`src/sv/srl_pkg.sv`:
```
// Shared types, constants and helpers for the SYN flow rate limiter.
// No dependencies; every other file but srl_ram imports this package.
package srl_pkg;

  localparam int TABLE_SETS_DEF = 256;
  localparam int TABLE_WAYS_DEF = 4;
  localparam int QUEUE_DEPTH    = 4;
  localparam int SET_W_MAX      = 12;

  localparam logic [31:0] HASH_MUL    = 32'h61C8_8647;
  localparam logic [10:0] REMOVED_MAX = 11'd2047;

  localparam logic [7:0]  MAX_CONN_RESET = 8'd5;
  localparam logic [30:0] WINDOW_RESET   = 31'd5000;

  localparam logic REG_MAX_CONN = 1'b0;
  localparam logic REG_WINDOW   = 1'b1;

  typedef struct packed {
    logic        operation;
    logic        is_tcp;
    logic        is_syn;
    logic [31:0] src_addr;
    logic [31:0] dest_ip;
    logic [31:0] now;
  } in_item_t;

  typedef struct packed {
    logic        drop;
    logic        tracked;
    logic [10:0] removed_count;
  } out_item_t;

  typedef enum logic [1:0] {
    REQ_BYPASS = 2'd0,
    REQ_LOOKUP = 2'd1,
    REQ_SWEEP  = 2'd2
  } req_kind_t;

  typedef struct packed {
    req_kind_t              kind;
    logic [31:0]            src;
    logic [31:0]            dst;
    logic [31:0]            now;
    logic [SET_W_MAX-1:0]   set;
  } req_t;

  typedef struct packed {
    logic        valid;
    logic [31:0] source;
    logic [31:0] dest;
    logic [31:0] start;
    logic [7:0]  count;
  } entry_t;

  typedef struct packed {
    logic clearing;
  } back_status_t;

  // A window has run out once start + window - now is negative as a
  // signed 32-bit value.
  function automatic logic win_expired(logic [31:0] start, logic [30:0] window,
                                       logic [31:0] now);
    logic [31:0] d;
    d = start + {1'b0, window} - now;
    return d[31];
  endfunction

endpackage

```
`src/sv/srl_queue.sv`:
```
// Short request queue between front end and table engine.
// Uses srl_pkg for the request type.
module srl_queue import srl_pkg::*; #(
  parameter int DEPTH = QUEUE_DEPTH
) (
  input  logic clk,
  input  logic rst,
  input  logic in_valid,
  output logic in_ready,
  input  req_t in_req,
  output logic out_valid,
  input  logic out_ready,
  output req_t out_req
);

  localparam int PW = (DEPTH > 1) ? $clog2(DEPTH) : 1;
  localparam int CW = $clog2(DEPTH + 1);

  req_t          slots [DEPTH];
  logic [PW-1:0] head, tail;
  logic [CW-1:0] count;
  logic          push, pop;

  assign in_ready  = count != CW'(DEPTH);
  assign out_valid = count != '0;
  assign out_req   = slots[head];
  assign push      = in_valid && in_ready;
  assign pop       = out_valid && out_ready;

  always_ff @(posedge clk) begin
    if (rst) begin
      head  <= '0;
      tail  <= '0;
      count <= '0;
    end else begin
      if (push) begin
        tail <= (tail == PW'(DEPTH - 1)) ? '0 : tail + 1'b1;
      end
      if (pop) begin
        head <= (head == PW'(DEPTH - 1)) ? '0 : head + 1'b1;
      end
      if (push && !pop) begin
        count <= count + 1'b1;
      end else if (pop && !push) begin
        count <= count - 1'b1;
      end
    end
  end

  always_ff @(posedge clk) begin
    if (push) begin
      slots[tail] <= in_req;
    end
  end

endmodule

```
`config.mk`:
```
export PLATFORM = sky130hd
export DESIGN_NAME = srl_queue
export DESIGN_NICKNAME = d
export VERILOG_FILES = /design/src/sv/srl_pkg.sv /design/src/sv/srl_queue.sv
export SDC_FILE = /design/constraint.sdc
export NUM_CORES = 1
export LEC_CHECK = 0
export BUFFER_PORTS_ARGS = -buffer_cell sky130_fd_sc_hd__buf_2
export CAP_MARGIN = 40
export CORE_ASPECT_RATIO = 1.25
export CORE_UTILIZATION = 40
export CTS_CLUSTER_DIAMETER = 30
export CTS_CLUSTER_SIZE = 24
export DETAILED_ROUTE_END_ITERATION = 10
export PLACE_DENSITY = 0.69
export RECOVER_POWER = 25
export SLEW_MARGIN = 5
export SYNTH_ARGS = -nofsm -noshare
export SYNTH_HDL_FRONTEND = slang
export SYNTH_SLANG_ARGS = --single-unit
```
`constraint.sdc`:
```
create_clock -name clk -period 3.8 [get_ports clk]
set_input_delay 0.19 -clock clk [delete_from_list [all_inputs] [get_ports clk]]
set_output_delay 0.19 -clock clk [all_outputs]
set_load 0.05 [all_outputs]
```
==> flow_summary.yaml <==
clock_tree:
  cts_tree: "built"
  numCtsBuffers: 78
  cts-root-buf: "clkbuf_16"
  clkLatencyLatePin_ns: 0.62
  clk_path_buf_depth: 3
  h-tree-depth: 3
  path_clk_slew_ns: 0.04
  clock_sinks: 449
power:
  clkPwrFrac_pct: 41.4
  power_frac_seq_pct: 35.5
  power_density_nw_per_um2: 787
  p_int_uw: 11800
  peakVddDrop_v: 0.000562
  p_leak_uw: 0.00741
  switching_share_pct: 31.8
  combPwrFrac_pct: 23.1
  switchingPower_uw: 5500
yosys:
  yosysMostFrequentCell: "edfxtp_1"
  syn_avg_cell_area_sq_um: 26.2
  synth_top_area_share_pct: 81.0
  synth_area_leader_cell: "edfxtp_1"
  synth_fp_nets: 743
  ys_ff_latch: 449
  postSynthCellCount: 622
  yosysSeqAreaShare_pct: 82.1
  synth_cell_types: 26
  async_flop_share_pct: 0
  synth_edf_count: 440
  yosys-top-cells-count: "edfxtp_1, mux4_2, buf_2, buf_4, dfxtp_1"
  yosys-top-cells-area: "edfxtp_1, mux4_2, dfxtp_1, buf_4, ha_1"
  yosysWarnings: 0
  synth-main-ff-cell: "edfxtp_1"
  netlist_area_sq_um: 16300
sta:
  setup_viol: 0
  maxSlewHeadroom_pct: 50.7
  report.final.hold_viol_count: 0
  finClkSkew_ns: 0.0272
  fin_crit_sh_pct: 66.0
  rsz0062_at_grt: "false"
  fmax_mhz: 399
  finalCriticalPeriod_ns: 2.51
  fin_tns_setup_ns: 0
  maxSlewViolCount: 0
  tightest_slew_ns: 0.740
setup_path:
  critPathMaxFanout: 35
  endpoint_kind: "primary output"
  critPathArrivalTime_ns: 2.32
  start_kind: "flop"
  r2r_setup_slack_ns: 1.42
  cp_data_required_time_ns: 3.61
  path_class: "reg -> out"
run:
  maxCapViolations: 0
detailed_routing:
  wire_per_inst_microns: 19.8
  drtIter0Drc: 393
  ant_nets: 0
  drc: 0
  routed_wl_microns: 32300
  drtPass1Iterations: 6
  num_vias: 7944
  routed_via_density: 4.86
grt:
  grt_pass1_wl_microns: 50200
  grt_overflow: 0
  grt_max_degree: 109
  antenna_found_initial: 4
  grt_use_total_pct: 16.1
  grt_pass1_vias: 9034
placement:
  place_congestion: 0.707
  dpl_cell_area_sq_um: 18200
  port_buffers: 225
  hpwl_microns: 17700
finish:
  nets: 1145
  drive_gt1_share_pct: 39.2
  syn_to_final_growth_pct: 34.8
  design_area_sq_um: 22000
  post-route-util_pct: 54.8
  fillCellCount: 3029
floorplan:
  die_y_microns: 228
  die_x_microns: 183
  io_pins: 226
  start_util_pct: 40.7
  die_area_sq_um: 41600
  rows: 82
  fp.coreArea_sq_um: 40100
min_path:
  hold_path.class: "in -> reg"
outcome:
  status: "complete, no violations"
critical path: stages, from the launching register on:
cell     delay, ns
dfxtp_4       0.52
buf_4         0.52
mux4_2        0.41
buf_2         0.24
what timing repair did:
action / in CTS / in global routing
hold buffers: 112 / 0
resized for setup: 0 / 0
endpoints found under the hold margin: 449 / 0
buffers inserted: 0 / 0
final timing paths:
check	start	end	cells after the start
min reg2reg	count[2]$_SDFFE_PP0P_	count[2]$_SDFFE_PP0P_	2
min	out_ready	flop	4
max	flop	out_req[94]	3
max reg2reg	count[0]$_SDFFE_PP0P_	count[2]$_SDFFE_PP0P_	8
through the flow:
| step | cells | hold WS [ns] | setup slack [ns] | power, uW |
|---|---|---|---|---|
| 2_1_floorplan | 622 | 0.289 | 1.08 | 9250 |
| 3_3_place_gp | 1378 | 0.401 | 1.50 | 10200 |
| 3_5_place_dp | 1378 | 0.406 | 1.41 | 10200 |
| 4_1_cts | 1635 | 0.0280 | 1.22 | 17500 |
| 5_1_grt | 1636 | 0.0788 | 1.18 | 17900 |
| 6_report | 1636 | 0.0676 | 1.29 | 17300 |
final cells by class:
class | instances | area (sq um) | share of cell area (%)
clock buffers | 81 | 1960 | 8.92
multi-input cells | 144 | 2780 | 12.6
repair buffers | 348 | 2330 | 10.6
flip-flops and latches | 449 | 13400 | 60.9
clock inverters | 64 | 827 | 3.76
inverters | 3 | 11.3 | 0.0512
well taps | 546 | 683 | 3.11
diodes | 1 | 2.50 | 0.0114
cell families (layout without fill, tap and decap cells):
family / after synthesis / count (layout) / share of synthesized area, %
other: 0 / 1 / 0
adders and majority gates: 7 / 7 / 0.583
AOI/OAI and AO/OA: 5 / 5 / 0.215
muxes: 113 / 113 / 15.4
and+or+nand+nor: 17 / 17 / 0.652
DFF: 449 / 449 / 82.1
xor gates and xnor gates: 2 / 2 / 0.107
buffers and inverters: 29 / 496 / 0.997
cells in the final DEF (no fill, tap or decap), types with 6 or more instances in the layout:
| master | count |
|---|---|
| clkbuf_16 | 78 |
| edfxtp_1 | 440 |
| clkinv_2 | 8 |
| inv_6 | 9 |
| ha_1 | 6 |
| clkinvlp_4 | 11 |
| buf_2 | 157 |
| bufinv_16 | 10 |
| dlygate4sd3_1 | 112 |
| buf_12 | 7 |
| dfxtp_1 | 7 |
| mux4_2 | 110 |
| clkbuf_1 | 71 |
| clkinv_4 | 8 |
| inv_8 | 7 |
flip-flops by register name, indices dropped and copies added (netlist names), named ones only:
| register | flops |
|---|---|
| head | 2 |
| tail | 2 |
| slots | 440 |
| count | 3 |
layer usage:
layer | vias up | track usage [%] | wire, microns
li1 | 3531 | - | -
met1 | 4118 | 18.7 | 12900
met2 | 228 | 27.8 | 17000
met3 | 61 | 4.66 | 1720
met4 | 6 | 6.30 | 696
met5 | - | 0 | 41
power groups by stage:
stage | clock network [uW] | registers, uW | logic [uW]
final | 7170 | 6150 | 3990
after global routing | 7530 | 6180 | 4210
after CTS | 7320 | 6150 | 4080
after detailed placement | 0 | 6240 | 3970
after global placement | 0 | 6210 | 3950
after floorplan | 0 | 6200 | 3050
Note: power is estimated with default switching activity, not from simulation.
