[src/sv/srl_pkg.sv]
// Shared types, constants and helpers for the SYN flow rate limiter.
// No dependencies; every other file but srl_ram imports this package.
package srl_pkg;

  localparam int TABLE_SETS_DEF = 256;
  localparam int TABLE_WAYS_DEF = 4;
  localparam int QUEUE_DEPTH    = 4;
  localparam int SET_W_MAX      = 12;

  localparam logic [31:0] HASH_MUL    = 32'h61C8_8647;
  localparam logic [10:0] REMOVED_MAX = 11'd2047;

  localparam logic [7:0]  MAX_CONN_RESET = 8'd5;
  localparam logic [30:0] WINDOW_RESET   = 31'd5000;

  localparam logic REG_MAX_CONN = 1'b0;
  localparam logic REG_WINDOW   = 1'b1;

  typedef struct packed {
    logic        operation;
    logic        is_tcp;
    logic        is_syn;
    logic [31:0] src_addr;
    logic [31:0] dest_ip;
    logic [31:0] now;
  } in_item_t;

  typedef struct packed {
    logic        drop;
    logic        tracked;
    logic [10:0] removed_count;
  } out_item_t;

  typedef enum logic [1:0] {
    REQ_BYPASS = 2'd0,
    REQ_LOOKUP = 2'd1,
    REQ_SWEEP  = 2'd2
  } req_kind_t;

  typedef struct packed {
    req_kind_t              kind;
    logic [31:0]            src;
    logic [31:0]            dst;
    logic [31:0]            now;
    logic [SET_W_MAX-1:0]   set;
  } req_t;

  typedef struct packed {
    logic        valid;
    logic [31:0] source;
    logic [31:0] dest;
    logic [31:0] start;
    logic [7:0]  count;
  } entry_t;

  typedef struct packed {
    logic clearing;
  } back_status_t;

  // A window has run out once start + window - now is negative as a
  // signed 32-bit value.
  function automatic logic win_expired(logic [31:0] start, logic [30:0] window,
                                       logic [31:0] now);
    logic [31:0] d;
    d = start + {1'b0, window} - now;
    return d[31];
  endfunction

endpackage

[src/sv/srl_front.sv]
// Front end: accepts items, classifies them and hashes the source address
// to a set index over two multiply stages. Uses srl_pkg.
module srl_front import srl_pkg::*; #(
  parameter int TABLE_SETS = TABLE_SETS_DEF
) (
  input  logic         clk,
  input  logic         rst,
  input  logic         in_valid,
  output logic         in_ready,
  input  in_item_t     in_data,
  input  back_status_t status,
  output logic         q_valid,
  input  logic         q_ready,
  output req_t         q_req
);

  localparam int SW = (TABLE_SETS > 1) ? $clog2(TABLE_SETS) : 1;

  logic        s1_valid;
  in_item_t    s1_item;
  req_kind_t   s1_kind;
  logic [31:0] s1_h;
  logic        s2_valid;
  req_t        s2_req;

  logic        s1_take, s2_take;
  req_kind_t   kind_in;
  logic [31:0] h_in;
  logic [63:0] prod2;

  assign s2_take  = !s2_valid || q_ready;
  assign s1_take  = !s1_valid || s2_take;
  assign in_ready = s1_take && !status.clearing;

  always_comb begin
    if (in_data.operation) begin
      kind_in = REQ_SWEEP;
    end else if (in_data.is_tcp && in_data.is_syn && in_data.src_addr != in_data.dest_ip) begin
      kind_in = REQ_LOOKUP;
    end else begin
      kind_in = REQ_BYPASS;
    end
  end

  assign h_in  = in_data.src_addr * HASH_MUL;
  assign prod2 = {32'd0, s1_h} * 64'(TABLE_SETS);

  always_ff @(posedge clk) begin
    if (rst) begin
      s1_valid <= 1'b0;
      s2_valid <= 1'b0;
    end else begin
      if (in_valid && in_ready) begin
        s1_valid <= 1'b1;
      end else if (s2_take) begin
        s1_valid <= 1'b0;
      end
      if (s2_take) begin
        s2_valid <= s1_valid;
      end
    end
  end

  always_ff @(posedge clk) begin
    if (in_valid && in_ready) begin
      s1_item <= in_data;
      s1_kind <= kind_in;
      s1_h    <= h_in;
    end
    if (s2_take) begin
      s2_req.kind <= s1_kind;
      s2_req.src  <= s1_item.src_addr;
      s2_req.dst  <= s1_item.dest_ip;
      s2_req.now  <= s1_item.now;
      s2_req.set  <= SET_W_MAX'(prod2[32 +: SW]);
    end
  end

  assign q_valid = s2_valid;
  assign q_req   = s2_req;

endmodule

[config.mk]
export PLATFORM = sky130hd
export DESIGN_NAME = srl_front
export DESIGN_NICKNAME = d
export VERILOG_FILES = /design/src/sv/srl_pkg.sv /design/src/sv/srl_front.sv
export SDC_FILE = /design/constraint.sdc
export NUM_CORES = 1
export LEC_CHECK = 0
export ABC_AREA = 0
export BUFFER_PORTS_ARGS = -buffer_cell sky130_fd_sc_hd__buf_2
export CORE_UTILIZATION = 40
export CTS_BUF_LIST = sky130_fd_sc_hd__clkbuf_4 sky130_fd_sc_hd__clkbuf_8
export DETAILED_ROUTE_END_ITERATION = 16
export GPL_ROUTABILITY_DRIVEN = 0
export GPL_TIMING_DRIVEN = 0
export PLACE_DENSITY_LB_ADDON = 0.2
export SYNTH_ARGS = -nofsm -noshare
export SYNTH_HDL_FRONTEND = slang
export SYNTH_SLANG_ARGS = --single-unit
[constraint.sdc]
create_clock -name clk -period 15.39 [get_ports clk]
set_input_delay 1.539 -clock clk [delete_from_list [all_inputs] [get_ports clk]]
set_output_delay 1.539 -clock clk [all_outputs]
set_load 0.02 [all_outputs]
==> results.yml <==
hold_path:
  hold-path-cell-count: 0
  holdPathEnd: "q_req[47]$_DFFE_PP_"
  hp-class: "flip-flop to flip-flop"
  hp-start: "s1_item[35]$_DFFE_PP_"
synthesis:
  syn_inst: 889
  synth_edf_count: 212
  seq_area_frac_synth_pct: 48.7
  syn_avg_cell_area_um2: 14.8
  ys_seq_elements: 214
  synth_cell_type_count: 37
  synth_flop_cell: "edfxtp_1"
  async_flop_share_pct: 0
  netlist_area_mm2: 0.0131
  yosysWarnings: 0
route:
  viasPerCell: 4.50
  wire_per_inst_um: 17.4
  vias: 7218
  ant_nets: 0
  routed_wl_um: 28000
  drc_errors: 2
  drt_first_pass_iters: 10
  drtIter0Drc: 342
floorplan:
  ios: 216
  dieHeight_um: 183
  rows: 66
  die_x_um: 183
  core_mm2: 0.0325
  die_area_mm2: 0.0336
  initial_core_util_pct: 40.5
setup_path:
  cp-start-kind: "input pin"
  crit_buf_inv: 3
  slowest_stage: "fa_1"
  cp_cell_sequence: "buf_2 -> ha_1 -> fa_1 -> inv_1 -> fa_1 -> fa_1 -> inv_1 -> fa_1 -> fa_1 -> fa_1 -> ha_1 -> a2111oi_4 -> o31ai_1 -> a221oi_2 -> o311ai_2 -> nand3_2 -> a311o_1 -> o311ai_2"
  slowest_delay_ns: 0.56
  arrival_ns: 7.15
  required_ns: 15.68
  end_kind: "flip-flop"
  r2r_start: "q_valid$_SDFFE_PP0P_"
  reg2reg_depth: 4
  crit_top_cell: "fa_1"
  r2r_slack_ns: 13.35
  critical_path.max_fanout: 6
  cpLargestDelayFamily: "adder cells"
  r2r-end: "s1_item[29]$_DFFE_PP_"
  cp.depth: 18
  crit_type: "input pin to flip-flop"
power:
  power.density_mw_per_mm2: 216
  seqPwrFrac_pct: 23.6
  intPower_uw: 1930
  p_clk_share_pct: 12.1
  power_switching_share_pct: 41.9
  leakage_uw: 0.00706
  combPwrFrac_pct: 64.3
  p_sw_uw: 1390
  irDropWorstVdd_v: 0.000228
timing:
  maxSlewHeadroom_pct: 50.3
  final.setup.worst_slack_ns: 8.53
  tns_ns: 0
  setup_violations: 0
  period_needed_ns: 6.86
  max_freq_mhz: 146
  final-max-slew-violation-count: 0
  final.period_utilization_pct: 44.6
  hold_viol: 0
  worstMarginPinSlew_ns: 0.745
  fin_skew_ns: 0.0161
  grt_setup_unrepaired: "no"
cts:
  clkLatencyLatePin_ns: 0.55
  cts_sinks: 214
  numCtsBuffers: 31
  cts_setup_buffers: 0
  hold_buffers: 0
  tritoncts: "built"
  clockRootBuffer: "clkbuf_8"
  postCtsResizedCells: 0
  cts.clk_slew.worst_paths_ns: 0.07
  h-tree-depth: 1
  cts_buffer_depth: 3
placed_design:
  dpl.hpwl_um: 22700
  dp_slack_ns: 7.95
  io_buffer_count: 211
global_routing:
  grt_remaining_overflow: 0
  grt_pass1_wl_um: 43100
  grt_usage_pct: 17.2
  grt_max_degree: 68
  first_global_vias: 7669
  antenna_found_initial: 3
layout:
  fin_nets: 1544
  utilization_pct: 47.4
  layout-drive-gt1-share_pct: 23.4
  multi_input_area_mm2: 0.00588
  seqCellArea_mm2: 0.00641
  syn_to_final_growth_pct: 17.0
  num-fill-cells: 2932
status:
  outcome: "complete, but fails checks"
  violations: "DRC"
flow_run:
  cap_violations: 0
==> layer usage <==
layer / share of wire [%] / global-route usage (%) / up-vias
li1: - / - / 3436
met1: 45 / 23.5 / 3534
met2: 47 / 28.9 / 214
met3: 6.3 / 2.94 / 32
met4: 1.1 / 3.50 / 2
met5: 0.046 / 0 / -
==> layout by cell type, fill, tap and decap left out, types with 3 or more instances in the layout <==
master,count
inv_1,225
nor2_1,9
xnor2_1,61
fa_1,136
buf_2,211
clkbuf_8,31
clkbuf_4,8
clkinv_2,3
buf_4,4
nand4_1,11
clkinv_1,8
ha_1,166
diode_2,4
nand2_1,10
conb_1,4
a21oi_1,16
a31oi_1,3
edfxtp_1,212
xor2_1,3
==> flip-flops by register name, indices dropped and copies added, names as in the netlist <==
signal    count
q_req       106
q_valid       1
s1_h          8
s1_item      96
s1_kind       2
s1_valid      1
==> worst reg2reg max path, cell delays in order, from the launching register on <==
cell and delay [ns]:
dfxtp_1 0.31, nor2b_1 0.18, a21oi_1 0.20, and2_4 0.56, buf_16 0.36
==> cells in the mapped netlist, types with 2 or more instances <==
cell type | instances | area, um2
a21oi_1 | 16 | 80.1
a31oi_1 | 3 | 18.8
and3_1 | 2 | 12.5
buf_4 | 4 | 30.0
dfxtp_1 | 2 | 40.0
edfxtp_1 | 212 | 6370
fa_1 | 136 | 2720
ha_1 | 166 | 2080
inv_1 | 226 | 848
nand2_1 | 10 | 37.5
nand3_1 | 2 | 10.0
nand4_1 | 11 | 68.8
nor2_1 | 9 | 33.8
nor3_1 | 2 | 10.0
nor4_1 | 2 | 12.5
o21ai_1 | 2 | 10.0
o311ai_2 | 2 | 32.5
xnor2_1 | 61 | 534
xor2_1 | 3 | 26.3
==> cell type report <==
cell class	instances	share of cell area (%)
sequential	214	41.6
multi-input combinational	448	38.2
timing repair buffer	213	7.22
inverter	226	5.53
tap	442	3.59
clock buffer	39	3.16
clock inverter	13	0.390
buffer	4	0.195
antenna	4	0.0651
==> power groups by stage <==
stage | sequential, uW | combinational [uW] | clock [uW]
global placement | 798 | 2140 | 0
global route | 788 | 2440 | 441
floorplan | 829 | 1600 | 0
CTS | 785 | 2190 | 417
detailed placement | 797 | 2160 | 0
finish | 784 | 2130 | 401
==> how the worst max path moves through the flow <==
stage / start / end / slack [ns]
after floorplan: in_data[85] / s1_h[30]$_DFFE_PP_ / 8.68
after global routing: in_data[85] / s1_h[30]$_DFFE_PP_ / 8.31
after detailed placement: in_data[70] / s1_h[31]$_DFFE_PP_ / 7.95
after CTS: in_data[85] / s1_h[30]$_DFFE_PP_ / 8.52
after global placement: in_data[85] / s1_h[30]$_DFFE_PP_ / 7.95
final: in_data[85] / s1_h[30]$_DFFE_PP_ / 8.53
==> through the flow <==
stage | cell area (um2) | total power [uW] | hold WS [ns] | instances
6_report | 15400 | 3320 | 0.415 | 1603
5_1_grt | 15400 | 3670 | 0.418 | 1600
4_1_cts | 15400 | 3400 | 0.414 | 1599
3_5_place_dp | 14800 | 2960 | 0.405 | 1547
3_3_place_gp | 14800 | 2940 | 0.400 | 1545
2_1_floorplan | 13200 | 2430 | 0.400 | 892
==> kinds of logic after synthesis <==
| family | Yosys count | synth area share, % |
|---|---|---|
| adder cells (fa/ha/maj) | 302 | 36.5 |
| XOR/XNOR | 64 | 4.26 |
| other | 1 | 0.0285 |
| buffers and inverters | 230 | 6.68 |
| AO/OA/AOI/OAI | 34 | 2.00 |
| AND/OR/NAND/NOR | 44 | 1.81 |
| flip-flops | 214 | 48.7 |
No activity file was read; power rests on OpenSTA's default activity.
